--- config.mk ---
export PLATFORM = sky130hd
export DESIGN_NAME = mex_ctrl
export DESIGN_NICKNAME = d
export VERILOG_FILES = /design/src/sv/mex_pkg.sv /design/src/sv/mex_ctrl.sv
export VERILOG_INCLUDE_DIRS = /design/src /design/src/sv
export SDC_FILE = /design/constraint.sdc
export NUM_CORES = 1
export LEC_CHECK = 0
export BUFFER_PORTS_ARGS = -buffer_cell sky130_fd_sc_hd__buf_2
export CORE_AREA = 5 5 42 44
export CTS_CLUSTER_DIAMETER = 80
export DETAILED_ROUTE_END_ITERATION = 8
export DIE_AREA = 0 0 47 49
export SLEW_MARGIN = 5
export SYNTH_ARGS = -nofsm -noshare
export SYNTH_HDL_FRONTEND = slang
export SYNTH_SLANG_ARGS = --single-unit
--- constraint.sdc ---
create_clock -name clk -period 2.46 [get_ports clk]
set_input_delay 0.246 -clock clk [delete_from_list [all_inputs] [get_ports clk]]
set_output_delay 0.246 -clock clk [all_outputs]
set_load 0.01 [all_outputs]
--- src/sv/mex_tracker_top_macros.svh ---
// Assertion macros shared by the mex tracker modules.
`ifndef MEX_TRACKER_TOP_MACROS_SVH
`define MEX_TRACKER_TOP_MACROS_SVH
`ifndef NO_ASSERTIONS
`define MEX_ASSERT(lbl, prop, msg) \
  lbl: assert property (@(posedge clk) disable iff (rst) prop) else $error(msg);
`define MEX_ASSERT_NEXT(lbl, ante, cons, msg) \
  lbl: assert property (@(posedge clk) disable iff (rst) ante |=> cons) else $error(msg);
`else
`define MEX_ASSERT(lbl, prop, msg)
`define MEX_ASSERT_NEXT(lbl, ante, cons, msg)
`endif
`endif

--- src/sv/mex_pkg.sv ---
// Shared constants, types and functions of the mex tracker.
package mex_pkg;

  localparam int MAX_VALUES_DEF = 1024;
  localparam int COUNT_BITS_DEF = 16;

  localparam int LIMIT_BITS = 11;
  localparam logic [LIMIT_BITS-1:0] LIMIT_RESET = 11'd1024;

  localparam int IN_DATA_BITS  = 32;
  localparam int OUT_DATA_BITS = 16;

  localparam int WORD_BITS = 32;
  localparam int WORD_SEL  = 5;

  localparam logic CMD_ADD    = 1'b0;
  localparam logic CMD_REMOVE = 1'b1;

  localparam logic [1:0] ST_OK     = 2'd0;
  localparam logic [1:0] ST_RANGE  = 2'd1;
  localparam logic [1:0] ST_ABSENT = 2'd2;
  localparam logic [1:0] ST_SAT    = 2'd3;

  typedef struct packed {
    logic clr_step;
    logic capture;
    logic rd_req;
    logic update;
    logic scan_start;
    logic scan_step;
    logic load_out;
  } mex_cmd_t;

  typedef struct packed {
    logic clr_done;
    logic in_range;
    logic need_scan;
    logic scan_done;
    logic out_free;
  } mex_sts_t;

  // Index of the lowest clear bit of a bitmap word; zero when none is clear.
  function automatic logic [WORD_SEL-1:0] ffz_word(input logic [WORD_BITS-1:0] w);
    logic [WORD_SEL-1:0] pos;
    pos = '0;
    for (int i = WORD_BITS - 1; i >= 0; i--) begin
      if (!w[i]) pos = WORD_SEL'(i);
    end
    return pos;
  endfunction

endpackage

--- src/sv/mex_ctrl.sv ---
// Control state machine of the mex tracker.
`include "mex_tracker_top_macros.svh"
module mex_ctrl (
  input  logic               clk,
  input  logic               rst,
  input  logic               s_tvalid,
  output logic               s_tready,
  input  mex_pkg::mex_sts_t  sts,
  output mex_pkg::mex_cmd_t  ctl
);

  localparam logic [2:0] S_CLEAR      = 3'd0;
  localparam logic [2:0] S_IDLE       = 3'd1;
  localparam logic [2:0] S_READ       = 3'd2;
  localparam logic [2:0] S_UPDATE     = 3'd3;
  localparam logic [2:0] S_SCAN_START = 3'd4;
  localparam logic [2:0] S_SCAN       = 3'd5;
  localparam logic [2:0] S_FINISH     = 3'd6;

  logic [2:0] state;
  logic [2:0] state_next;

  always_comb begin
    state_next = state;
    ctl = '0;
    unique case (state)
      S_CLEAR: begin
        ctl.clr_step = 1'b1;
        if (sts.clr_done) state_next = S_IDLE;
      end
      S_IDLE: begin
        if (s_tvalid) begin
          ctl.capture = 1'b1;
          state_next = sts.in_range ? S_READ : S_FINISH;
        end
      end
      S_READ: begin
        ctl.rd_req = 1'b1;
        state_next = S_UPDATE;
      end
      S_UPDATE: begin
        ctl.update = 1'b1;
        state_next = sts.need_scan ? S_SCAN_START : S_FINISH;
      end
      S_SCAN_START: begin
        ctl.scan_start = 1'b1;
        state_next = S_SCAN;
      end
      S_SCAN: begin
        ctl.scan_step = 1'b1;
        if (sts.scan_done) state_next = S_FINISH;
      end
      S_FINISH: begin
        if (sts.out_free) begin
          ctl.load_out = 1'b1;
          state_next = S_IDLE;
        end
      end
      default: state_next = S_CLEAR;
    endcase
  end

  always_ff @(posedge clk) begin
    if (rst) begin
      state <= S_CLEAR;
    end else begin
      state <= state_next;
    end
  end

  assign s_tready = (state == S_IDLE);

  `MEX_ASSERT(a_load_free, ctl.load_out |-> sts.out_free, "result loaded while output busy")
  `MEX_ASSERT_NEXT(a_range_skip, (s_tready && s_tvalid && !sts.in_range), (state == S_FINISH), "out of range word touched the count store")

endmodule

; ---- After elaboration in Yosys (flattened, before gate mapping)
; Cells that the tools add are included.
[word_totals]
regBits = 3
output_inout_bits = 8
wordCells = 29
[op_classes]
n_eq_ne = 10
muxes = 16
n_reduce_logical = 2
[ops]
columns = op, n
row1 = 3-bit one-hot mux with 7 select lines, 1
row2 = 3-bit two-way mux, 5
row3 = 3-bit == test (second input constant), 3
row4 = 1-bit two-way mux, 9
row5 = 2-bit inequality test (second input constant), 4
row6 = 3-bit by 2-bit == test with 1-bit output (second input constant), 2
row7 = 4-bit AND reduction, 1
row8 = 3-bit by 1-bit == test with 1-bit output (second input constant), 1
row9 = 3-bit logical NOT, 1
row10 = 2-bit two-way mux, 1

; ---- Depth between registers and ports, before layout
[depth]
depth_word = 3
depth_mapped = 4
ltp_nobuf = 3

; ---- Worst setup path after synthesis
; No wires, ideal clock.
[synth_timing]
kind = register -> register
startpoint = register state[2]
endpoint = register state[0]
arrival_time_ns = 1.055
t_required_ns = 2.359
slack_ns = 1.304
stages_incl_launch_ff = 5
path_buffers = 1
synth_period_minus_slack_ns = 1.156
path_cell_list = dfxtp_1 > buf_6 > mux2_4 > or3_1 > o41ai_1
[synth_between]
elab_chain_cells = 3
elab_cells_between_ends = 13
[synth_lines]
columns = element, line
row1 = "start, declared", mex_ctrl.sv:20  ; logic [2:0] state;
row2 = "start signal, assigned", mex_ctrl.sv:67  ; state <= state_next;
row3 = 3-bit == test (tied with other cells), mex_ctrl.sv:26  ; unique case (state)
row4 = 2-bit inequality test (no line), --
row5 = 4-bit AND reduction (no line), --
; Parallel ways exist; a longest one is shown, timed or not.
; A chain may end at the register's enable or synchronous reset.

==> results summary <==
The starting density of the core came out at 0.162. The mean post-synth cell area came out at 7.08 um^2. The final route contains approximately 260 vias.

Summing all multi-input logic gate instances after layout gives between 100 and 150 um^2. The library cell contributing the largest single delay on the critical path is sky130_fd_sc_hd__dfxtp_1. The sequential cell area is 60.1 um^2. In this run the most critical hold path is launched from rst. The vias per cell came out at approximately 4.1. The standby leakage power came out at 0.156 nW. The clock sink total came out at 3.

Setup repair after global routing left no endpoint under its margin. The floorplan step defined a die boundary enclosing roughly 2300 um^2. The final worst-path cycle share is 0.618. The layout net count came out at 57. Of the total power, the share spent switching nets is 0.323.

For met2 alone, demand over resource in global routing was 0.0792. Setup violations remaining at the end of the flow were counted as 0. The placed instance count is 60.

The number of non-filler instances in the completed layout came out at 64. The endpoint of the worst-slack reg-to-reg timing path is state[0]. Compared with the post-synthesis result, the final layout area differs by 45.3%. The clock network fraction of total power is 0.420. The transition time of the tightest slew-check pin is roughly 0.33 ns.

In this run the worst path has a maximum fanout of 11. The total negative setup slack is 0 ns. The die width came out at 47 um. The reg-to-reg setup timing slack is approximately 1.2 ns. The number of unique standard cell types used by synthesis came out at 18. The top register by number of flip-flops is state. The part of the power in registers is 0.327.

The total grt overflow is 0. The die is 49 um tall. The worst setup path is launched from a register. The run finished with clean final reports. The tree is rooted in a sky130_fd_sc_hd__clkbuf_4.

The number of hold violations in the final report came to 0. The number of buffers between clock root and the deepest sink is 2. At the worst endpoint, the arrival time is about 1.3 ns. Wires add up to 643 um.

Of the synthesized area, sequential elements account for 0.265. For this run, the number of Yosys warnings is 0. The required time reported for the critical path endpoint came out at between 2 and 2.5 ns. The number of port buffers is 15. Counting every instance in the synthesized netlist gives 32. The met3 capacity usage during global routing came out at 0.0221.

The sum of buffers and inverters on the critical path came out at 1. The register with the most flip-flops in the layout has 3 of them. The startpoint of the most critical register-to-register path is state[2]. In this run the cell area of the synthesized design comes to ~230 um^2. Of the cells placed in the final design, the portion with a size suffix greater than 1 is 0.396. The critical path goes through nand2b_1, nor2_1, and2_1, buf_2.

Counting every net in the synthesized netlist gives 40. The tightest min-delay check is of the primary input to register type. The normalized max-slew margin came out at 0.782.

After clock tree synthesis, the clock-pin slew on the worst setup and hold paths is 0.04 ns. The critical path starts at state[0]. The max-capacitance violation count is 0. In this design, the largest share of critical-path delay is due to flip-flops.

The final weighted congestion of routability-driven global placement came out at 0.735. The number of resized instances in the post-cts repair step is 0. The later pin in the worst-skew pair is clocked with a latency of 0.24 ns. For this run, the slowest stage of the critical path takes 0.50 ns. The maximum frequency from static timing analysis is ~0.66 GHz.

The number of global-route vias before repair is 266. The internal portion of the total power is 0.143 mW. The final period demand of the worst path is 1.52 ns. The worst-case hold path end point is state[2]. The placeable core region is between 1000 and 1500 um^2. Counting instances, the worst hold path has a depth of 2.

The wire length of the first global-routing pass came out at 1070 um. The combined global-route utilization of all metal layers came out at 0.0675. The maximum number of pins on one net before global-route repair came out at 12. The number of clock buffers inserted by TritonCTS is 3. The HPWL reported at the end of detailed placement came out at 509 um.

The net switching power came out at 0.0680 mW. The power density normalized to cell area is 640 nW/um^2. The largest registers in the layout are state x3.

The TritonCTS clock tree is done. The largest clock skew in the final design is 0.00223 ns. The layer flagged by global routing as most heavily used is met4. The number of setup buffers added after CTS is 0. The worst-case vdd ir drop came out at 168 uV. The share of total power dissipated in combinational logic is 0.252. The number of fillers in the final layout is 168. The final cell utilization of the core is 0.235.

The number of antenna violations at the first check in global routing is 0. By startpoint and endpoint, the worst setup path is classified as register to output port. For this run, design rule violations remaining after detail routing come to 0. The routed wire length per instance came out at approximately 10 um. The I/O pin total is 16. The remaining antenna violation count after routing came out at 0. The number of DRC markers after the initial detailed-route iteration is 7. The met1 usage is 0.0810. The count of cells along the worst register-to-register path is 3.

The kind of end point of the critical path is an output port. The number of pins with negative max-slew slack in the final report is 0. Counting flops and latches in the post-synthesis netlist gives 3.

The number of antenna diodes in the final layout is 0. The hold buffer count at cts came out at 0. In this run the number of H-tree levels came out at 1. The row count is 14. The detailed-router iteration count before antenna repair is 2.
[placed cells by master, fill, tap and decap left out]
cell type / netlist / layout
sky130_fd_sc_hd__buf_2: 0 / 15
sky130_fd_sc_hd__nor2_1: 5 / 5
sky130_fd_sc_hd__nor3_1: 5 / 5
sky130_fd_sc_hd__clkbuf_4: 0 / 3
sky130_fd_sc_hd__dfxtp_1: 3 / 3
sky130_fd_sc_hd__nor3b_1: 2 / 2
sky130_fd_sc_hd__nand2_1: 2 / 2
sky130_fd_sc_hd__a21oi_1: 2 / 2
sky130_fd_sc_hd__inv_1: 1 / 1
sky130_fd_sc_hd__nand2b_1: 1 / 1
sky130_fd_sc_hd__and3_1: 1 / 1
sky130_fd_sc_hd__and2_1: 1 / 1
sky130_fd_sc_hd__mux2_4: 1 / 1
sky130_fd_sc_hd__or3_1: 1 / 1
sky130_fd_sc_hd__o41ai_1: 1 / 1
sky130_fd_sc_hd__nor2b_1: 1 / 1
sky130_fd_sc_hd__o21ai_0: 1 / 1
sky130_fd_sc_hd__a211oi_1: 1 / 1
sky130_fd_sc_hd__clkbuf_1: 2 / 1
[area by class of cell]
type                       instances  share of cell area
multi-input combinational         25               0.437
tap                               16              0.0608
inverter                           1              0.0114
timing repair buffer              15               0.228
sequential                         3               0.183
clock buffer                       4              0.0798
[Yosys cell counts]
library cell	instances	share of area
sky130_fd_sc_hd__o21ai_0	1	0.022
sky130_fd_sc_hd__and3_1	1	0.028
sky130_fd_sc_hd__and2_1	1	0.028
sky130_fd_sc_hd__nand2_1	2	0.033
sky130_fd_sc_hd__clkbuf_1	2	0.033
sky130_fd_sc_hd__mux2_4	1	0.066
sky130_fd_sc_hd__nor2_1	5	0.083
sky130_fd_sc_hd__o41ai_1	1	0.039
sky130_fd_sc_hd__a211oi_1	1	0.033
sky130_fd_sc_hd__nor2b_1	1	0.028
sky130_fd_sc_hd__nor3_1	5	0.11
sky130_fd_sc_hd__a21oi_1	2	0.044
sky130_fd_sc_hd__nor3b_1	2	0.066
sky130_fd_sc_hd__buf_6	1	0.050
sky130_fd_sc_hd__inv_1	1	0.017
sky130_fd_sc_hd__nand2b_1	1	0.028
sky130_fd_sc_hd__dfxtp_1	3	0.27
sky130_fd_sc_hd__or3_1	1	0.028
[worst max path at each step]
stage / depth (start not counted) / endpoint / slack (ns)
finish: 4 / ctl[5] / 0.94
global route: 4 / ctl[5] / 0.78
CTS: 4 / ctl[5] / 0.94
detailed placement: 3 / state[0] / 1.18
global placement: 3 / state[0] / 1.18
floorplan: 4 / state[0] / 1.30
[power groups by stage]
| stage | sequential (mW) | combinational, mW | clock, mW |
|---|---|---|---|
| finish | 0.0689 | 0.0532 | 0.0885 |
| global route | 0.0713 | 0.0602 | 0.0965 |
| CTS | 0.0687 | 0.0539 | 0.0907 |
| detailed placement | 0.0696 | 0.0536 | 0 |
| global placement | 0.0692 | 0.0532 | 0 |
| floorplan | 0.0574 | 0.0461 | 0 |
[logic make-up after synthesis]
group,synth area share
AOI/OAI and AO/OA,0.138
buffers and inverters,0.0994
DFF,0.265
and+or+nand+nor,0.431
muxes,0.0663
[per-stage QoR]
step	power [mW]	area [um^2]	setup WS [ns]	hold slack, ns
floorplan	0.103	226	1.30	0.319
global placement	0.122	303	1.18	0.463
detailed placement	0.123	303	1.18	0.457
CTS	0.213	329	0.944	0.207
global route	0.228	329	0.776	0.218
finish	0.211	329	0.940	0.221
[layer usage]
layer / wire [um] / vias to the layer above
li1: - / 143
met1: 292 / 106
met2: 252 / 13
met3: 82 / 2
met4: 14 / 0
met5: 0 / -
(Power assumes the default switching activity.)
